`src/rtl/ccl_pkg.sv`:
```
// Shared types, constants and helper functions for the character canvas line fill block.
// Used by ccl_seq, the top level and the bench, but not by ccl_ram; depends on nothing else.
`timescale 1ns / 1ps

package ccl_pkg;

    // Canvas store dimensions.
    localparam int MAX_ROWS    = 64;
    localparam int MAX_COLS    = 64;
    localparam int STORE_CELLS = MAX_ROWS * MAX_COLS;
    localparam int ADDR_W      = (STORE_CELLS > 1) ? $clog2(STORE_CELLS) : 1;

    // Field widths fixed by the interface.
    localparam int CHAR_W   = 8;
    localparam int POS_W    = 8;
    localparam int LEN_W    = 8;
    localparam int CFG_W    = 7;
    // Walking coordinate: start position plus up to 254 steps, signed.
    localparam int COORD_W  = 10;
    // Limits hold up to 511.
    localparam int LIM_W    = 9;

    localparam logic [CHAR_W-1:0] BLANK_CHAR = 8'h2E;
    localparam logic [ADDR_W-1:0] LAST_ADDR  = ADDR_W'(STORE_CELLS - 1);

    // Action codes.
    localparam logic [1:0] ACT_CLEAR = 2'd0;
    localparam logic [1:0] ACT_DRAW  = 2'd1;
    localparam logic [1:0] ACT_READ  = 2'd2;

    // Direction codes.
    localparam logic [1:0] DIR_HORIZ = 2'd1;
    localparam logic [1:0] DIR_VERT  = 2'd2;

    // Configuration register indexes.
    localparam logic CFG_ROWS = 1'b0;
    localparam logic CFG_COLS = 1'b1;

    // Canvas size in use, already limited to the store size.
    typedef struct packed {
        logic [LIM_W-1:0] rows;
        logic [LIM_W-1:0] cols;
    } t_canvas_lim;

    // Memory access request from the sequencer.
    typedef struct packed {
        logic              we;
        logic [ADDR_W-1:0] waddr;
        logic [CHAR_W-1:0] wdata;
        logic              re;
        logic [ADDR_W-1:0] raddr;
    } t_mem_req;

    // True when a signed coordinate lies inside the canvas in use.
    function automatic logic in_canvas(
        input logic signed [COORD_W-1:0] row,
        input logic signed [COORD_W-1:0] col,
        input t_canvas_lim               lim
    );
        logic row_ok;
        logic col_ok;
        row_ok = !row[COORD_W-1] && (LIM_W'(row[COORD_W-2:0]) < lim.rows);
        col_ok = !col[COORD_W-1] && (LIM_W'(col[COORD_W-2:0]) < lim.cols);
        return row_ok && col_ok;
    endfunction

    // Store address of a cell; only meaningful for cells inside the canvas.
    function automatic logic [ADDR_W-1:0] cell_addr(
        input logic signed [COORD_W-1:0] row,
        input logic signed [COORD_W-1:0] col
    );
        logic [ADDR_W-1:0] row_part;
        logic [ADDR_W-1:0] col_part;
        row_part = ADDR_W'(row[COORD_W-2:0]);
        col_part = ADDR_W'(col[COORD_W-2:0]);
        return ADDR_W'(row_part * ADDR_W'(MAX_COLS)) + col_part;
    endfunction

    // Clamp a configuration value to a store dimension.
    function automatic logic [LIM_W-1:0] clamp_lim(
        input logic [CFG_W-1:0] value,
        input logic [LIM_W-1:0] max_value
    );
        return (LIM_W'(value) > max_value) ? max_value : LIM_W'(value);
    endfunction

endpackage

```
`src/rtl/ccl_seq.sv`:
```
// Item sequencer: walks clears and runs over the canvas store and answers reads.
// Depends on ccl_pkg for types, codes and address helpers; drives the ccl_ram ports.
`timescale 1ns / 1ps

module ccl_seq (
    input  logic                          i_clk,
    input  logic                          i_rst_n,
    input  ccl_pkg::t_canvas_lim          i_lim,
    // Item channel
    input  logic                          i_valid,
    output logic                          o_ready,
    input  logic [1:0]                    i_action,
    input  logic [ccl_pkg::CHAR_W-1:0]    i_fill_char,
    input  logic signed [ccl_pkg::POS_W-1:0] i_start_row,
    input  logic signed [ccl_pkg::POS_W-1:0] i_start_col,
    input  logic [1:0]                    i_direction,
    input  logic [ccl_pkg::LEN_W-1:0]     i_run_length,
    // Result channel
    output logic                          o_valid,
    input  logic                          i_ready,
    output logic [ccl_pkg::CHAR_W-1:0]    o_cell_char,
    output logic                          o_in_range,
    // Memory side
    output ccl_pkg::t_mem_req             o_mem,
    input  logic [ccl_pkg::CHAR_W-1:0]    i_rdata
);

    typedef enum logic [3:0] {
        S_IDLE  = 4'b0001,
        S_CLEAR = 4'b0010,
        S_DRAW  = 4'b0100,
        S_READ  = 4'b1000
    } t_state;

    t_state r_state, n_state;

    logic signed [ccl_pkg::COORD_W-1:0] r_row, n_row;
    logic signed [ccl_pkg::COORD_W-1:0] r_col, n_col;
    logic [ccl_pkg::LEN_W-1:0]          r_cnt, n_cnt;
    logic [1:0]                         r_dir, n_dir;
    logic [ccl_pkg::CHAR_W-1:0]         r_char, n_char;
    logic [ccl_pkg::ADDR_W-1:0]         r_clr_addr, n_clr_addr;
    logic                               r_rd_in, n_rd_in;

    logic                               r_out_valid, n_out_valid;
    logic [ccl_pkg::CHAR_W-1:0]         r_out_char, n_out_char;
    logic                               r_out_in, n_out_in;

    logic                               accept;
    logic signed [ccl_pkg::COORD_W-1:0] in_row;
    logic signed [ccl_pkg::COORD_W-1:0] in_col;
    logic                               draw_in;

    assign o_ready = (r_state == S_IDLE);
    assign accept  = i_valid && o_ready;
    assign in_row  = ccl_pkg::COORD_W'(i_start_row);
    assign in_col  = ccl_pkg::COORD_W'(i_start_col);
    assign draw_in = ccl_pkg::in_canvas(r_row, r_col, i_lim);

    // Next-state logic and memory requests.
    always_comb begin
        n_state     = r_state;
        n_row       = r_row;
        n_col       = r_col;
        n_cnt       = r_cnt;
        n_dir       = r_dir;
        n_char      = r_char;
        n_clr_addr  = r_clr_addr;
        n_rd_in     = r_rd_in;
        n_out_valid = r_out_valid && !i_ready;
        n_out_char  = r_out_char;
        n_out_in    = r_out_in;
        o_mem       = '0;

        case (r_state)
            S_IDLE: begin
                if (accept) begin
                    n_row  = in_row;
                    n_col  = in_col;
                    n_dir  = i_direction;
                    n_char = i_fill_char;
                    case (i_action)
                        ccl_pkg::ACT_CLEAR: begin
                            n_clr_addr = '0;
                            n_state    = S_CLEAR;
                        end
                        ccl_pkg::ACT_DRAW: begin
                            if (i_direction == ccl_pkg::DIR_HORIZ ||
                                i_direction == ccl_pkg::DIR_VERT) begin
                                n_cnt = i_run_length;
                            end else begin
                                n_cnt = ccl_pkg::LEN_W'(1);
                            end
                            if (n_cnt != '0) begin
                                n_state = S_DRAW;
                            end
                        end
                        ccl_pkg::ACT_READ: begin
                            // Start the read now; data comes back next cycle.
                            n_rd_in     = ccl_pkg::in_canvas(in_row, in_col, i_lim);
                            o_mem.re    = 1'b1;
                            o_mem.raddr = ccl_pkg::cell_addr(in_row, in_col);
                            n_state     = S_READ;
                        end
                        default: begin
                            // Unused action: the transaction is dropped.
                        end
                    endcase
                end
            end

            S_CLEAR: begin
                // Sweep every entry of the store, one a cycle.
                o_mem.we    = 1'b1;
                o_mem.waddr = r_clr_addr;
                o_mem.wdata = ccl_pkg::BLANK_CHAR;
                n_clr_addr  = r_clr_addr + 1'b1;
                if (r_clr_addr == ccl_pkg::LAST_ADDR) begin
                    n_state = S_IDLE;
                end
            end

            S_DRAW: begin
                // One cell of the run per cycle; cells off the canvas are skipped.
                o_mem.we    = draw_in;
                o_mem.waddr = ccl_pkg::cell_addr(r_row, r_col);
                o_mem.wdata = r_char;
                if (r_dir == ccl_pkg::DIR_VERT) begin
                    n_row = r_row + 1'b1;
                end else begin
                    n_col = r_col + 1'b1;
                end
                n_cnt = r_cnt - 1'b1;
                if (r_cnt == ccl_pkg::LEN_W'(1)) begin
                    n_state = S_IDLE;
                end
            end

            S_READ: begin
                // Load the output register once it is free or being emptied.
                if (!r_out_valid || i_ready) begin
                    n_out_valid = 1'b1;
                    n_out_char  = r_rd_in ? i_rdata : '0;
                    n_out_in    = r_rd_in;
                    n_state     = S_IDLE;
                end
            end

            default: begin
                n_state = S_IDLE;
            end
        endcase
    end

    // Control state.
    always_ff @(posedge i_clk) begin
        if (!i_rst_n) begin
            r_state     <= S_IDLE;
            r_out_valid <= 1'b0;
        end else begin
            r_state     <= n_state;
            r_out_valid <= n_out_valid;
        end
    end

    // Working and payload registers.
    always_ff @(posedge i_clk) begin
        r_row      <= n_row;
        r_col      <= n_col;
        r_cnt      <= n_cnt;
        r_dir      <= n_dir;
        r_char     <= n_char;
        r_clr_addr <= n_clr_addr;
        r_rd_in    <= n_rd_in;
        r_out_char <= n_out_char;
        r_out_in   <= n_out_in;
    end

    assign o_valid     = r_out_valid;
    assign o_cell_char = r_out_char;
    assign o_in_range  = r_out_in;

endmodule

```
`config.mk`:
```
export PLATFORM = sky130hd
export DESIGN_NAME = ccl_seq
export DESIGN_NICKNAME = d
export VERILOG_FILES = /design/src/rtl/ccl_pkg.sv /design/src/rtl/ccl_seq.sv
export SDC_FILE = /design/constraint.sdc
export NUM_CORES = 1
export LEC_CHECK = 0
export BUFFER_PORTS_ARGS = -buffer_cell sky130_fd_sc_hd__buf_2
export CAP_MARGIN = 30
export CORE_UTILIZATION = 35
export CTS_CLUSTER_DIAMETER = 120
export CTS_CLUSTER_SIZE = 28
export DETAILED_ROUTE_END_ITERATION = 8
export SYNTH_ARGS = -nofsm -noshare
export SYNTH_HDL_FRONTEND = slang
export SYNTH_SLANG_ARGS = --single-unit
```
`constraint.sdc`:
```
create_clock -name i_clk -period 4.55 [get_ports i_clk]
set_clock_uncertainty 0.2 [all_clocks]
set_input_delay 0.455 -clock i_clk [delete_from_list [all_inputs] [get_ports i_clk]]
set_output_delay 0.455 -clock i_clk [all_outputs]
set_load 0.03 [all_outputs]
```
# Word-level counts from Yosys, hierarchy flattened

Index checks and enable logic that the tools add are counted.

Muxes and demuxes: 29
Order comparisons: 4
Reductions and logical operators: 28
$add $sub $neg: 6
Equality and inequality tests: 21

Operators by type and width:

| kind                  | count |
|---|---|
| $mux 8                | 6 |
| $pmux 21 s2           | 1 |
| $mux 10               | 4 |
| $pmux 10 s2           | 2 |
| $mux 13               | 3 |
| $lt 9x9->1            | 4 |
| $add 12x9->12         | 2 |
| $mux 12               | 2 |
| $pmux 12 s2           | 1 |
| $add 10x1->10 const B | 2 |
| $mux 4                | 5 |
| $pmux 4 s4            | 1 |
| $pmux 8 s2            | 1 |
| $reduce_and 3->1      | 5 |
| $add 12x1->12 const B | 1 |
| $eq 12x12->1 const B  | 1 |
| $pmux 4 s3            | 1 |
| $ne 2x2->1 const B    | 5 |
| $eq 8x1->1 const B    | 1 |
| $logic_and 1x1->1     | 8 |
| $reduce_bool 8->1     | 1 |
| $sub 8x1->8 const B   | 1 |
| $eq 2x2->1 const B    | 3 |
| $logic_not 1->1       | 6 |
| other kinds (14)      | 21 |

Bits in registers: 65
Input bits: 66
Output and inout bits: 45

# Longest topological paths before layout

Word-level depth: 11
Gate-level depth with buffers: 8

# Worst setup path before layout

No wires, ideal clock.

Kind: register to output
From: register r_row[0] in the netlist's numbering
To: output port o_mem[31] in the netlist's numbering
Cell stages (with the launch flop): 7
Arrival time: 2049 ps
Setup slack: 1846 ps
Cell sequence: edfxtp_1 > ha_1 > fa_1 > a21oi_1 > nor2b_1 > xnor2_1 > o21ai_0

RTL lines:

| what                     | line           | text |
|---|---|---|
| start: declaration       | ccl_seq.sv:37  | `logic signed [ccl_pkg::COORD_W-1:0] r_row, n_row;` |
| start signal: assignment | ccl_seq.sv:168 | `r_row <= n_row;` |
| end: declaration         | ccl_seq.sv:24  | `output ccl_pkg::t_mem_req o_mem,` |

==> key figures <==
Run status
  • Status: finished, final reports clean

Global route
  • Top Usage Layer GRT: met2
  • Global-route wire length before repair: 17.44 mm
  • Grt ovf: 0
  • GR Util met2: 0.3014
  • Grt met1 use: 0.2124
  • Vias in the first global route: 3617
  • Antenna violations before repair: 0
  • Met3 Usage GRT: 0.04129
  • Pin count of the biggest net entering global routing: 32
  • All-Layer GR Usage: 0.1727

Synth
  • Fraction of registers with async set/reset: 0
  • Post-synth EDFFs: 60
  • Post-synthesis compound-gate area fraction: 0.1151
  • Yosys synthesis warning count: 0
  • Post-synthesis cell count: 449
  • Mux contribution to synthesized area: 0
  • Synthesized net count: 564
  • Register area share after synthesis: 0.4318
  • Seq cells post-synth: 65
  • Post-Synth Adder-Cell Area: 0.1426
  • Top FF cell, synth: edfxtp_1
  • Post-synthesis cell area: 4404 sq um
  • Distinct cell type count after synthesis: 44
  • Syn Area/Cell: 9.809 sq um
  • Post-Synth XOR/XNOR Area: 0.07756
  • Post-Synth Simple-Gate Area: 0.1994
  • Combinational family with the most area after synthesis: simple AND/OR/NAND/NOR gates

Floorplan
  • Core ar.: 12160 sq um
  • Die width: 114.2 microns
  • Row count: 40
  • Io pins: 111
  • Initial core utilization: 0.3621
  • Full die area: 13040 sq um
  • Die Y: 114.2 microns

Critical path
  • Largest stage delay, worst path: 0.69 ns
  • CP max-delay cell: nor4b_4
  • CP Capture Type: output port
  • Crit Path Category: flop to output port
  • Arr. time, crit path: 2.30 ns
  • Critical path buffers and inverters: 2
  • Startpoint class of the critical path: flop
  • Worst-path fanout max: 31
  • Crit path max-delay family: simple AND/OR/NAND/NOR gates
  • WP data required: 3.89 ns
  • Crit-path cells: nor4b_4 > buf_4 > nand2_1 > o21ai_0 > buf_2

CTS
  • CTS sink count: 65
  • Post-CTS Hold Buffers: 0
  • CTS resizes: 0
  • Cts bufs inserted: 9
  • Skew-Pair Late Insertion Delay: 0.33 ns
  • CTS tree: built
  • Post-CTS setup buffers: 0
  • H-tree depth reported by CTS: 3
  • Clk buf depth: 2
  • CTS root buf: clkbuf_16
  • Clk slew on worst S/H paths: 0.05 ns

STA
  • Actual slew at the worst max-slew pin: 0.9468 ns
  • RSZ-0062 raised after global routing: false
  • Max Slew Vio Count: 0
  • Min Tclk post-route: 2.953 ns
  • Fin. Hold Viols: 0
  • Final setup fails: 0
  • Max frequency: 338.6 MHz
  • Setup TNS: 0 ns
  • Setup ws final: 1.597 ns
  • Final cycle utilization of the critical path: 0.6491
  • Relative slew slack: 0.3669

Power
  • Seq pwr share: 0.461
  • Max VDD drop: 0.0002092 V
  • Combinational Power Share: 0.163
  • P_sw: 0.4247 mW
  • Clock power share: 0.376
  • Power per Cell Area: 294.5 nW/um^2
  • Internal power: 1.169 mW
  • Switching Fraction: 0.2665
  • P_leak: 2.389 nW

Placement
  • GPL Wtd Cong: 0.8577
  • Pre-CTS WS: 1.917 ns
  • HPWL after DPL: 8.596 mm
  • Port buffer count: 110

Finish
  • Area occupied by multi-input gates: 2355 sq um
  • Number of diodes: 0
  • Most common cell after layout, fill and taps aside: buf_2
  • Fillers: 1197
  • Reg area: 1902 sq um
  • Syn-to-layout area delta: 22.87%
  • Most frequent cells in the layout: buf_2, edfxtp_1, nand2_1, ha_1, nor2_1
  • Nets: 680
  • Share of layout cells above drive strength 1: 0.2386

Detailed routing
  • Routed Wire Length: 10.76 mm
  • DRC violations left: 0
  • Antenna Violating Nets Remaining: 0
  • Via density: 4.988
  • Initial drt markers: 162
  • Routed len/inst: 14.57 microns
  • DR pass1 iterations: 4
  • Vias post-DR: 3681

Worst hold path
  • Hold Crit Class: input port to flop

Run
  • Max Cap Viol: 0
## cell type report
type	count	share of cell area
Timing Repair Buffer	114	0.1073
Clock buffer	11	0.04301
Multi-Input combinational cell	346	0.4351
Sequential cell	65	0.3514
Tap cell	168	0.03884
Clock inverter	5	0.004162
Inverter	29	0.02012
## Yosys cell counts, types with 5 or more instances
| cell | count | area share |
|---|---|---|
| xnor2_1 | 19 | 0.038 |
| dfxtp_1 | 5 | 0.023 |
| xor2_1 | 20 | 0.040 |
| nand2_1 | 52 | 0.044 |
| nand2b_1 | 5 | 0.0071 |
| inv_1 | 26 | 0.022 |
| a21o_1 | 5 | 0.0085 |
| nor2_1 | 40 | 0.034 |
| nor2b_1 | 7 | 0.0099 |
| nand3_1 | 12 | 0.014 |
| a21oi_1 | 30 | 0.034 |
| nor3_1 | 9 | 0.010 |
| nand3b_1 | 6 | 0.010 |
| ha_1 | 47 | 0.13 |
| nand4_1 | 6 | 0.0085 |
| a22o_1 | 9 | 0.018 |
| and3_1 | 5 | 0.0071 |
| edfxtp_1 | 60 | 0.41 |
| clkbuf_1 | 5 | 0.0043 |
| o21ai_0 | 25 | 0.028 |
| and2_1 | 20 | 0.028 |
## cell families after synthesis
family,Yosys count
flops,65
simple gates,174
compound gates,84
fa+ha+maj,49
xor+xnor,39
buf+inv,38
## power by group through the flow
stage | combinational [mW] | sequential [mW] | clock, mW
6_report | 0.260 | 0.735 | 0.598
5_1_grt | 0.294 | 0.740 | 0.638
4_1_cts | 0.261 | 0.736 | 0.614
3_5_place_dp | 0.260 | 0.747 | 0
3_3_place_gp | 0.252 | 0.746 | 0
2_1_floorplan | 0.170 | 0.735 | 0
## registers in the layout, summed over array words and instances (netlist names)
name	cells
o_valid	1
r_col	10
r_cnt	8
o_cell_char	8
r_state	4
r_rd_in	1
r_char	8
r_dir	2
r_row	10
r_clr_addr	12
o_in_range	1
## worst reg2reg max path: stages, from the launching register on
cell and delay (ns):
dfxtp_1 0.36, nor2_1 0.16, nand3b_1 0.67, a21boi_0 0.45
buf_4 0.25
## path summary, 6_finish.rpt
path                                 from                  end  slack, ns  cells past startpoint
setup / recovery  r_state[3]$_SDFFE_PN0P_            o_mem[26]       1.60                      5
hold / removal             i_fill_char[0]  r_char[0]$_DFFE_PP_       0.10                      1
setup reg to reg  r_state[3]$_SDFFE_PN0P_   r_col[2]$_DFFE_PP_       2.16                      4
hold reg to reg        o_valid$_SDFF_PN0_   o_valid$_SDFF_PN0_       0.36                      2
## metrics by stage
stage,util,area (sq um),std cells,hold slack [ns],power (mW)
detailed placement,0.4234,5149,721,0.3662,1.007
finish,0.4450,5411,738,0.1032,1.594
CTS,0.4443,5404,737,0.08837,1.611
global route,0.4450,5411,738,0.08876,1.672
global placement,0.4234,5149,721,0.3598,0.9980
floorplan,-,4404,449,0.3170,0.9051
## routing by layer
| metal | routed length (microns) | up-vias |
|---|---|---|
| li1 | - | 1837 |
| met1 | 4862 | 1741 |
| met2 | 5249 | 94 |
| met3 | 502 | 9 |
| met4 | 143 | 0 |
| met5 | 0 | - |
(Power assumes the default switching activity.)
